**src/gait_event_detector_core_assert.svh**
```systemverilog
// Assertion macros for the gait event detector.
// Used by gait_event_detector_core; no other dependencies.
`ifndef GAIT_EVENT_DETECTOR_CORE_ASSERT_SVH
`define GAIT_EVENT_DETECTOR_CORE_ASSERT_SVH
`define GED_ASSERT(lbl, clk, rst_n, prop, msg) \
    lbl: assert property (@(posedge clk) disable iff (!rst_n) prop) else $error(msg);
`define GED_ASSERT_RST(lbl, clk, prop, msg) \
    lbl: assert property (@(posedge clk) prop) else $error(msg);
`endif

```
**src/ged_pkg.sv**
```systemverilog
// Shared types and constants for the gait event detector.
// No dependencies.
package ged_pkg;
    localparam int WINDOW_DEPTH = 15;
    localparam int RATE_BITS    = 16;

    localparam logic [2:0] CLS_NONE  = 3'd0;
    localparam logic [2:0] CLS_STILL = 3'd1;
    localparam logic [2:0] CLS_TRANS = 3'd2;
    localparam logic [2:0] CLS_LEVEL = 3'd3;
    localparam logic [2:0] CLS_DOWN  = 3'd4;
    localparam logic [2:0] CLS_UP    = 3'd5;

    localparam logic [2:0] REG_PASS   = 3'd0;
    localparam logic [2:0] REG_SWING  = 3'd1;
    localparam logic [2:0] REG_DOWN   = 3'd2;
    localparam logic [2:0] REG_LEVEL  = 3'd3;
    localparam logic [2:0] REG_UP     = 3'd4;
    localparam logic [2:0] REG_SPREAD = 3'd5;
    localparam logic [2:0] REG_FLOOR  = 3'd6;

    localparam int CROSS_MS = 40;
    localparam int PEAK_MS  = 180;
    localparam int TOE_MS   = 210;

    // min/max travelling down the cell chain
    typedef struct packed {
        logic valid;
        logic signed [31:0] mx;
        logic signed [31:0] mn;
    } t_span;
endpackage

```
**src/ged_cell.sv**
```systemverilog
// One window cell: holds a sample, shifts it on, folds it into the span.
// Depends on ged_pkg.
module ged_cell #(
    parameter int RATE_BITS = ged_pkg::RATE_BITS
) (
    input  logic                        i_clk,
    input  logic                        i_rst_n,
    input  logic                        i_shift,
    input  logic                        i_sweep,
    input  logic signed [RATE_BITS-1:0] i_data,
    input  logic                        i_data_vld,
    input  ged_pkg::t_span              i_span,
    output logic signed [RATE_BITS-1:0] o_data,
    output logic                        o_data_vld,
    output ged_pkg::t_span              o_span
);
    logic signed [RATE_BITS-1:0] r_data;
    logic                        r_vld;
    ged_pkg::t_span              r_span, n_span;
    logic signed [31:0]          w_v;

    assign w_v = 32'(r_data);

    always_comb begin
        n_span = i_span;
        if (r_vld) begin
            if (!i_span.valid) begin
                n_span.valid = 1'b1;
                n_span.mx = w_v;
                n_span.mn = w_v;
            end else begin
                if (w_v > i_span.mx) n_span.mx = w_v;
                if (w_v < i_span.mn) n_span.mn = w_v;
            end
        end
    end

    always_ff @(posedge i_clk) begin
        if (!i_rst_n) begin
            r_vld <= 1'b0;
            r_span.valid <= 1'b0;
        end else begin
            if (i_shift) begin
                r_data <= i_data;
                r_vld  <= i_data_vld;
            end
            if (i_sweep) r_span <= n_span;
            else r_span.valid <= 1'b0;
        end
    end

    assign o_data     = r_data;
    assign o_data_vld = r_vld;
    assign o_span     = r_span;
endmodule

```
**src/gait_event_detector_core.sv**
```systemverilog
// Gait event detector: one result per shank rate sample. A sample is taken,
// the events are decided at once, then the stationary span ripples through the
// chain of WINDOW_DEPTH window cells, one cell a cycle, in the sweep state
// between accept and result load; no new sample is taken until the result is
// loaded. A result not yet taken holds the next sample in the result stage.
// No clearing pass after reset.
// Depends on ged_pkg, ged_cell and gait_event_detector_core_assert.svh.
`include "gait_event_detector_core_assert.svh"
module gait_event_detector_core #(
    parameter int WINDOW_DEPTH = ged_pkg::WINDOW_DEPTH,
    parameter int RATE_BITS    = ged_pkg::RATE_BITS
) (
    input  logic        i_clk,
    input  logic        i_rst_n,
    input  logic        s_axis_tvalid,
    output logic        s_axis_tready,
    // [RATE_BITS-1:0] rate_sample, [RATE_BITS+15:RATE_BITS] elapsed_ms, zero pad
    input  logic [((RATE_BITS+16+7)/8)*8-1:0] s_axis_tdata,
    output logic        m_axis_tvalid,
    input  logic        m_axis_tready,
    // 0 heel_strike, 1 zero_cross, 2 lambda_peak, 3 toe_off, 4 mid_swing,
    // 7:5 gait_class
    output logic [7:0]  m_axis_tdata,
    input  logic        i_cfg_we,
    input  logic [2:0]  i_cfg_idx,
    input  logic [16:0] i_cfg_data
);
    localparam int CW = $clog2(WINDOW_DEPTH + 2);
    localparam logic [1:0] ST_IDLE = 2'd0, ST_SWEEP = 2'd1, ST_OUT = 2'd2;

    logic [1:0] r_st;
    logic [CW-1:0] r_cnt;
    logic signed [15:0] r_pass, r_swth, r_lvl, r_uprt, r_floor;
    logic signed [16:0] r_dni;
    logic [15:0] r_spread;

    logic signed [RATE_BITS-1:0] r_p, r_pp, r_srate;
    logic [7:0]  r_cc;
    logic [3:0]  r_arm;
    logic [15:0] r_st_t, r_sw_t, r_pk_t;
    logic signed [16:0] r_gap;
    logic [2:0]  r_cls, r_cls_b, r_evcls;
    logic [4:0]  r_ev;
    logic [7:0]  r_out;
    logic        r_ovld;

    logic acc;
    logic out_go;
    logic signed [RATE_BITS-1:0] w;
    logic [15:0] now;
    assign acc = s_axis_tvalid && s_axis_tready;
    assign w   = s_axis_tdata[RATE_BITS-1:0];
    assign now = s_axis_tdata[RATE_BITS+15:RATE_BITS];
    assign s_axis_tready = (r_st == ST_IDLE);
    // result stage loads once the previous result is gone or leaving
    assign out_go = (r_st == ST_OUT) && (!r_ovld || m_axis_tready);

    // event logic on the accepted sample
    logic [7:0] n_cc;
    logic [3:0] n_arm;
    logic [2:0] n_cls;
    logic [4:0] ev;
    logic signed [RATE_BITS-1:0] n_srate;
    logic signed [16:0] n_gap;
    logic [15:0] n_st_t, n_sw_t, n_pk_t;
    logic signed [17:0] d_st, d_pk;
    logic signed [RATE_BITS+4:0] a5, b4, a10, b9;
    logic signed [31:0] wx, px, ppx, thx;
    logic [8:0] ccx;

    always_comb begin
        wx = 32'(w); px = 32'(r_p); ppx = 32'(r_pp); thx = 32'(r_pass);
        ccx = {1'b0, r_cc};
        if (wx >= thx && px <= thx) ccx = ccx + 9'd1;
        if (wx <= thx && px >= thx) ccx = ccx + 9'd1;
        n_cc = (ccx > 9'd255) ? 8'd255 : ccx[7:0];
        n_arm = r_arm; n_cls = r_cls; ev = '0;
        n_srate = r_srate; n_gap = r_gap;
        n_st_t = r_st_t; n_sw_t = r_sw_t; n_pk_t = r_pk_t;
        if (r_p <= r_pp && r_p <= w && r_p < 0 && n_cc != 0 && !n_cc[0]) begin
            n_st_t = now; n_cc = '0; n_arm = n_arm | 4'b0111;
            n_srate = r_p;
            n_gap = $signed({1'b0, now}) - $signed({1'b0, r_sw_t});
            ev[0] = 1'b1;
        end
        d_st = $signed({2'b0, now}) - $signed({2'b0, n_st_t});
        if (r_p < 0 && w > 0 && n_arm[2] && d_st > 18'(ged_pkg::CROSS_MS)) begin
            n_arm[2] = 1'b0; ev[1] = 1'b1;
        end
        a5 = (RATE_BITS+5)'(r_pp) * (RATE_BITS+5)'(5);
        b4 = (RATE_BITS+5)'(n_srate) * (RATE_BITS+5)'(4);
        if (r_p >= r_pp && r_p >= w && a5 > b4 && ppx < thx && n_arm[0] &&
            d_st > 18'(ged_pkg::PEAK_MS)) begin
            n_pk_t = now; n_arm[0] = 1'b0; n_arm[2] = 1'b0; n_arm[3] = 1'b1;
            ev[2] = 1'b1;
            if (wx > 32'(r_uprt)) n_cls = ged_pkg::CLS_UP;
            if (n_gap > r_dni) n_cls = ged_pkg::CLS_DOWN;
            else if (w < 0) begin
                if (r_cls_b == ged_pkg::CLS_UP || r_cls_b == ged_pkg::CLS_DOWN ||
                    r_cls_b == ged_pkg::CLS_STILL) n_cls = ged_pkg::CLS_TRANS;
                if (32'(n_srate) < 32'(r_lvl)) n_cls = ged_pkg::CLS_LEVEL;
            end
        end
        d_pk = $signed({2'b0, now}) - $signed({2'b0, n_pk_t});
        a10 = (RATE_BITS+5)'(r_p) * (RATE_BITS+5)'(10);
        b9  = (RATE_BITS+5)'(n_srate) * (RATE_BITS+5)'(9);
        if (r_p <= r_pp && r_p <= w && a10 < b9 && n_arm[3] &&
            d_pk > 18'(ged_pkg::TOE_MS)) begin
            n_arm[3] = 1'b0; n_arm[1] = 1'b1; ev[3] = 1'b1;
        end
        if (r_p >= r_pp && r_p >= w && px > 32'(r_swth) && n_arm[1]) begin
            n_sw_t = now; n_arm[1] = 1'b0; ev[4] = 1'b1;
        end
    end

    // window cell chain
    ged_pkg::t_span sp [WINDOW_DEPTH+1];
    logic signed [RATE_BITS-1:0] dd [WINDOW_DEPTH+1];
    logic dv [WINDOW_DEPTH+1];
    logic sweep;
    assign sweep = (r_st == ST_SWEEP);
    assign dd[0] = w;
    assign dv[0] = 1'b1;
    assign sp[0] = '{valid: 1'b0, mx: 32'sd0, mn: 32'sd0};
    genvar g;
    generate
        for (g = 0; g < WINDOW_DEPTH; g++) begin : g_cell
            ged_cell #(.RATE_BITS(RATE_BITS)) u_cell (
                .i_clk, .i_rst_n, .i_shift(acc), .i_sweep(sweep),
                .i_data(dd[g]), .i_data_vld(dv[g]), .i_span(sp[g]),
                .o_data(dd[g+1]), .o_data_vld(dv[g+1]), .o_span(sp[g+1])
            );
        end
    endgenerate

    ged_pkg::t_span fin;
    logic [2:0] fcls;
    logic signed [32:0] spr;
    assign fin = sp[WINDOW_DEPTH];
    always_comb begin
        spr = 33'(fin.mx) - 33'(fin.mn);
        fcls = r_evcls;
        if (spr <= 33'($signed({1'b0, r_spread})) && fin.mn > 32'(r_floor))
            fcls = ged_pkg::CLS_STILL;
    end

    always_ff @(posedge i_clk) begin
        if (!i_rst_n) begin
            r_pass <= 16'sd1442; r_swth <= 16'sd1442; r_dni <= '0; r_lvl <= '0;
            r_uprt <= 16'sd100; r_spread <= 16'd48; r_floor <= -16'sd128;
            r_st <= ST_IDLE; r_cnt <= '0; r_ovld <= 1'b0;
            r_p <= '0; r_pp <= '0; r_srate <= '0; r_cc <= '0; r_arm <= '0;
            r_st_t <= '0; r_sw_t <= '0; r_pk_t <= '0; r_gap <= '0;
            r_cls <= '0; r_cls_b <= '0;
        end else begin
            if (i_cfg_we) begin
                unique case (i_cfg_idx)
                    ged_pkg::REG_PASS:   r_pass   <= i_cfg_data[15:0];
                    ged_pkg::REG_SWING:  r_swth   <= i_cfg_data[15:0];
                    ged_pkg::REG_DOWN:   r_dni    <= i_cfg_data;
                    ged_pkg::REG_LEVEL:  r_lvl    <= i_cfg_data[15:0];
                    ged_pkg::REG_UP:     r_uprt   <= i_cfg_data[15:0];
                    ged_pkg::REG_SPREAD: r_spread <= i_cfg_data[15:0];
                    ged_pkg::REG_FLOOR:  r_floor  <= i_cfg_data[15:0];
                    default: ;
                endcase
            end
            if (out_go) r_ovld <= 1'b1;
            else if (m_axis_tvalid && m_axis_tready) r_ovld <= 1'b0;
            unique case (r_st)
                ST_IDLE: if (acc) begin
                    r_st <= ST_SWEEP; r_cnt <= '0;
                    r_p <= w; r_pp <= r_p; r_srate <= n_srate; r_cc <= n_cc;
                    r_arm <= n_arm; r_st_t <= n_st_t; r_sw_t <= n_sw_t;
                    r_pk_t <= n_pk_t; r_gap <= n_gap;
                end
                ST_SWEEP: begin
                    r_cnt <= r_cnt + 1'b1;
                    if (r_cnt == CW'(WINDOW_DEPTH)) r_st <= ST_OUT;
                end
                ST_OUT: if (out_go) begin
                    r_st <= ST_IDLE;
                    r_cls <= fcls; r_cls_b <= fcls;
                end
                default: r_st <= ST_IDLE;
            endcase
        end
        if (acc) begin r_ev <= ev; r_evcls <= n_cls; end
        if (out_go) r_out <= {fcls, r_ev};
    end

    assign m_axis_tvalid = r_ovld;
    assign m_axis_tdata  = r_out;

    `GED_ASSERT(a_no_acc_busy, i_clk, i_rst_n, (r_st != ST_IDLE) |-> !s_axis_tready, "accept while busy")
    `GED_ASSERT(a_out_after, i_clk, i_rst_n, $rose(r_ovld) |-> $past(r_st) == ST_OUT, "stray result")
    `GED_ASSERT(a_cls_range, i_clk, i_rst_n, r_ovld |-> r_out[7:5] <= ged_pkg::CLS_UP, "bad class")
    `GED_ASSERT_RST(a_rst, i_clk, !i_rst_n |=> !m_axis_tvalid, "valid after reset")
endmodule
```
**config.mk**
```make
export PLATFORM = sky130hd
export DESIGN_NAME = gait_event_detector_core
export DESIGN_NICKNAME = d
export VERILOG_FILES = /design/src/ged_pkg.sv /design/src/ged_cell.sv /design/src/gait_event_detector_core.sv
export VERILOG_INCLUDE_DIRS = /design/src /design/src/src
export SDC_FILE = /design/constraint.sdc
export NUM_CORES = 2
export LEC_CHECK = 0
export CELL_PAD_IN_SITES_DETAIL_PLACEMENT = 1
export CELL_PAD_IN_SITES_GLOBAL_PLACEMENT = 1
export CORE_MARGIN = 1
export CORE_UTILIZATION = 52
export DETAILED_ROUTE_END_ITERATION = 12
export DONT_BUFFER_PORTS = 1
export GPL_TIMING_DRIVEN = 0
export PLACE_DENSITY_LB_ADDON = 0.1
export SYNTH_ARGS = -nofsm -noshare
export SYNTH_HDL_FRONTEND = slang
export SYNTH_SLANG_ARGS = --single-unit
```
**constraint.sdc**
```tcl
create_clock -name i_clk -period 15.45 [get_ports i_clk]
set_input_delay 0 -clock i_clk [delete_from_list [all_inputs] [get_ports i_clk]]
set_output_delay 0 -clock i_clk [all_outputs]
set_load 0.1 [all_outputs]
```
==> results.md <==
- Hold Crit Start: s_axis_tdata[13]
- CP startpoint kind: flop
- Clock Tree Root: clkbuf_16
- Outcome: finished, final reports clean
- Initial Utilization: 52.55%
- Hold-critical path depth: 1
- Power Total: 6.346 mW
- Leak Pwr: 27.77 nW
- Worst R2R Setup Slack: 0.64 ns
- DRT antenna net count: 0
- Actual slew at the worst max-slew pin: 1.263 ns
- Global Route Usage Sum: 29.27%
- CP Class: reg -> reg
- Hold endpoint: g_cell[0].u_cell.o_data[13]
- Fin Clk Skew: 0.02674 ns
- Pins Over Slew Limit: 0
- Drt total wl: 169,600 um
- Core area: 112,800 sq um
- Area Overhead vs Synth: 11.13%
- CP peak stage delay: 0.64 ns
- CP max FO: 10
- GP Congestion: 0.8788
- Clock buffer depth: 3
- Clock-pin transition on the worst setup and hold timing paths: 0.06 ns
- Unrepaired setup endpoints after global routing: no
- Vias: 43,880
- Highest clock rate: 67.50 MHz
- Antenna Cells: 0
- CP max stage cell: dfxtp_1
- Seq/Total Area, Yosys: 45.86%
- Layout cells sized above 1: 7.630%
- H-tree Lvls: 3
- Clk Latency, worst-skew pair: 0.71 ns
- Filler cell count: 12,240
- Count of cell types in the netlist: 84
- Die Ht: 339.6 um
- Worst setup EP type: flop
- DP HPWL: 126,200 um
- # setup viols final: 0
- Placed insts: 7,282
- RR Endpoint: r_sw_t[0]
- Post-CTS Setup Bufs: 0
- First-pass GRT wire length: 263,800 um
- Buffers and inverters on the worst path: 11
- Initial antenna violation count: 5
- Worst min-delay path class: in -> reg
- CP delay by family, top: compound AO/OA/AOI/OAI gates
- Grt ovf: 0
- Vias in the first global route: 46,560
- Slew HR: 15.79%
- Non-filler cells, final: 7,568
- Port Buf Inserts: 0
- Async SR Flop Fraction: 0%
- Crit Reg-Reg Startpoint: r_p[15]
- Hold_ws: 0.04387 ns
- Peak VDD IR: 99.31 uV
- Post-Syn Nets: 6,633
- Number of max-cap violations: 0
- Largest net degree at the start of global routing: 124
- Critical path arrival: 15.44 ns
- Die ar.: 115,300 sq um
- First-pass iteration count of the detailed router: 5
- Drt drc: 0
- WP data required: 16.08 ns
- Starting DRT DRC Count: 2,817
- Yosys reg bits: 998
- Post-synth EDFFs: 720
- Layout net count: 6,839
- Avg Cell Area, Syn: 10.28 sq um
- Rows: 123
- Fin crit share: 95.88%
- Final min period: 14.81 ns
- Clock Sinks: 998
- Num CTS Buffers: 109
- Post-Synthesis Cells: 5,768
- Top Ports: 67
- Total Neg Setup Slack: 0 ns
- Predominant post-synthesis flop cell: edfxtp_1
- Pwr dens: 96.34 nW/um^2
- Vias/cell: 5.798
- Final hold violations: 0
- Die X: 339.6 um
- Syn. warnings: 0
- Mapped cell area: 59,280 sq um
- Wire per inst: 22.41 um
- CTS tree: built
- Worst-case reg-to-reg path depth: 53
==> layout by cell type (no fill, tap or decap), drive strengths merged, types with 9 or more instances in the layout <==
| master | count |
|---|---|
| dfxtp | 278 |
| or4 | 23 |
| a22oi | 9 |
| ha | 799 |
| clkinv | 33 |
| nand2 | 790 |
| o21bai | 13 |
| fa | 9 |
| nand4 | 102 |
| a21o | 264 |
| nand2b | 73 |
| nor2b | 69 |
| buf | 32 |
| o211ai | 41 |
| a21oi | 378 |
| nor2 | 168 |
| mux2 | 258 |
| o221ai | 20 |
| mux2i | 76 |
| a31oi | 29 |
| nor3 | 32 |
| o21a | 36 |
| bufinv | 10 |
| xnor2 | 57 |
| a2111oi | 21 |
| edfxtp | 720 |
| o21ai | 370 |
| nand3 | 38 |
| clkbuf | 294 |
| nor4 | 13 |
| xor2 | 28 |
| dlygate4sd3 | 81 |
| inv | 730 |
| a21boi | 18 |
| and2 | 27 |
| a211oi | 33 |
==> logic make-up (layout without fill, tap and decap cells) <==
kind of cell / Yosys count / after routing / synth area share, %
XOR/XNOR: 85 / 85 / 1.256
buffers and inverters: 882 / 1182 / 5.627
flip-flops: 998 / 998 / 45.86
adder cells (fa/ha/maj): 808 / 808 / 17.17
AO/OA/AOI/OAI: 1288 / 1288 / 13.44
AND/OR/NAND/NOR: 1373 / 1373 / 10.46
multiplexers: 334 / 334 / 6.185
==> how the worst max path moves through the flow <==
stage	slack (ns)	depth (start not counted)	from	endpoint
after CTS	0.49	53	r_p[13]	r_sw_t[0]
final	0.64	53	r_p[15]	r_sw_t[0]
after global routing	0.02	52	r_p[15]	r_sw_t[10]
after detailed placement	0.57	52	r_p[13]	r_sw_t[0]
after global placement	-4.60	4	r_st[1]	g_cell[1].u_cell.o_data[3]
after floorplan	2.42	4	r_st[1]	g_cell[0].u_cell.o_data[0]
==> state kept, by name, summed over array words and instances (netlist names), 8 cells and up <==
signal	count
r_floor	16
m_axis_tdata	8
r_sw_t	16
g_cell.u_cell.o_data	240
r_srate	16
r_pk_t	16
r_swth	16
r_pass	16
g_cell.u_cell.o_span	478
r_lvl	16
r_gap	17
g_cell.u_cell.o_data_vld	15
r_pp	16
r_p	16
r_uprt	16
r_spread	16
r_dni	17
r_st_t	16
r_cc	8
==> synth_stat cells, types with 7 or more instances <==
library cell | number | area (sq um)
nand2_1 | 790 | 2965
mux2i_1 | 76 | 760.7
nor4_1 | 13 | 81.33
fa_1 | 9 | 180.2
nor3_1 | 30 | 150.1
a21oi_1 | 376 | 1882
ha_1 | 799 | 9997
a2111oi_0 | 19 | 166.4
o21ai_1 | 16 | 80.08
nand2b_1 | 73 | 456.7
and2_1 | 26 | 162.7
a21o_1 | 264 | 1982
mux2_2 | 258 | 2905
a21boi_0 | 18 | 135.1
xnor2_1 | 57 | 499.2
or4_1 | 22 | 165.2
nand4_1 | 102 | 638.1
o21bai_1 | 13 | 97.59
dfxtp_1 | 278 | 5565
o21a_1 | 36 | 270.3
a211oi_1 | 32 | 240.2
nor2_1 | 168 | 630.6
clkbuf_1 | 138 | 518.0
nand3_1 | 38 | 190.2
nor2b_1 | 69 | 431.7
o21ai_0 | 354 | 1772
or3_1 | 7 | 43.79
o221ai_1 | 20 | 175.2
and3_1 | 8 | 50.05
edfxtp_1 | 720 | 21620
a22oi_1 | 9 | 67.56
inv_1 | 722 | 2710
o31ai_1 | 7 | 52.55
xor2_1 | 28 | 245.2
a31oi_1 | 29 | 181.4
buf_1 | 14 | 52.55
o211ai_1 | 39 | 292.8
==> stage by stage <==
stage                     instance area (sq um)  worst slack, ns  util [%]
final                                     65870           0.6358     58.40
after global routing                      65870          0.02172     58.40
after global placement                    61150           -4.604     54.21
after floorplan                           59280            2.420         -
after detailed placement                  61480           0.5683     54.50
after CTS                                 65860           0.4892     58.38
==> worst register-to-register path: cells and delay by family, from the launching register on <==
family          cells  cell delay [ns]
compound gates     23             5.38
xor+xnor            1             0.11
fa+ha+maj           5             1.38
buf+inv            11             2.65
flops               1             0.64
mux                 3             0.91
simple gates       10             3.65
==> power breakdown <==
group / internal (mW) / leakage, nW / total (mW) / switching (mW)
registers: 2.95 / 8.88 / 3.03 / 0.0771
logic: 0.264 / 17.1 / 0.672 / 0.408
clock network: 1.53 / 1.75 / 2.64 / 1.11
total: 4.75 / 27.8 / 6.35 / 1.60
==> per-layer routing <==
metal  vias up  share of wire (%)  track usage, %
met5         -                  0               0
met4         0                3.1           9.319
met1     21760                 42           36.93
met2       927                 50           52.17
li1      20890                  -               -
met3       305                4.7           3.254
==> timing repair <==
item,CTS,global route
resized for setup,0,3
setup endpoints to repair,0,20
hold endpoints to repair,224,1
hold buffers,80,1
==> area by class of cell <==
cell class                      count  area, sq um  area share, %
Tap cell                         1500         1877          2.849
Clock buffer                      155         3025          4.593
Sequential cell                   998        27190          41.27
Timing Repair Buffer               95         1112          1.689
Buffer                            157        616.8         0.9364
Inverter                          725         2729          4.143
Clock inverter                     50        555.5         0.8433
Multi-Input combinational cell   3888        28770          43.68
Power figures use the tool's default switching activity.
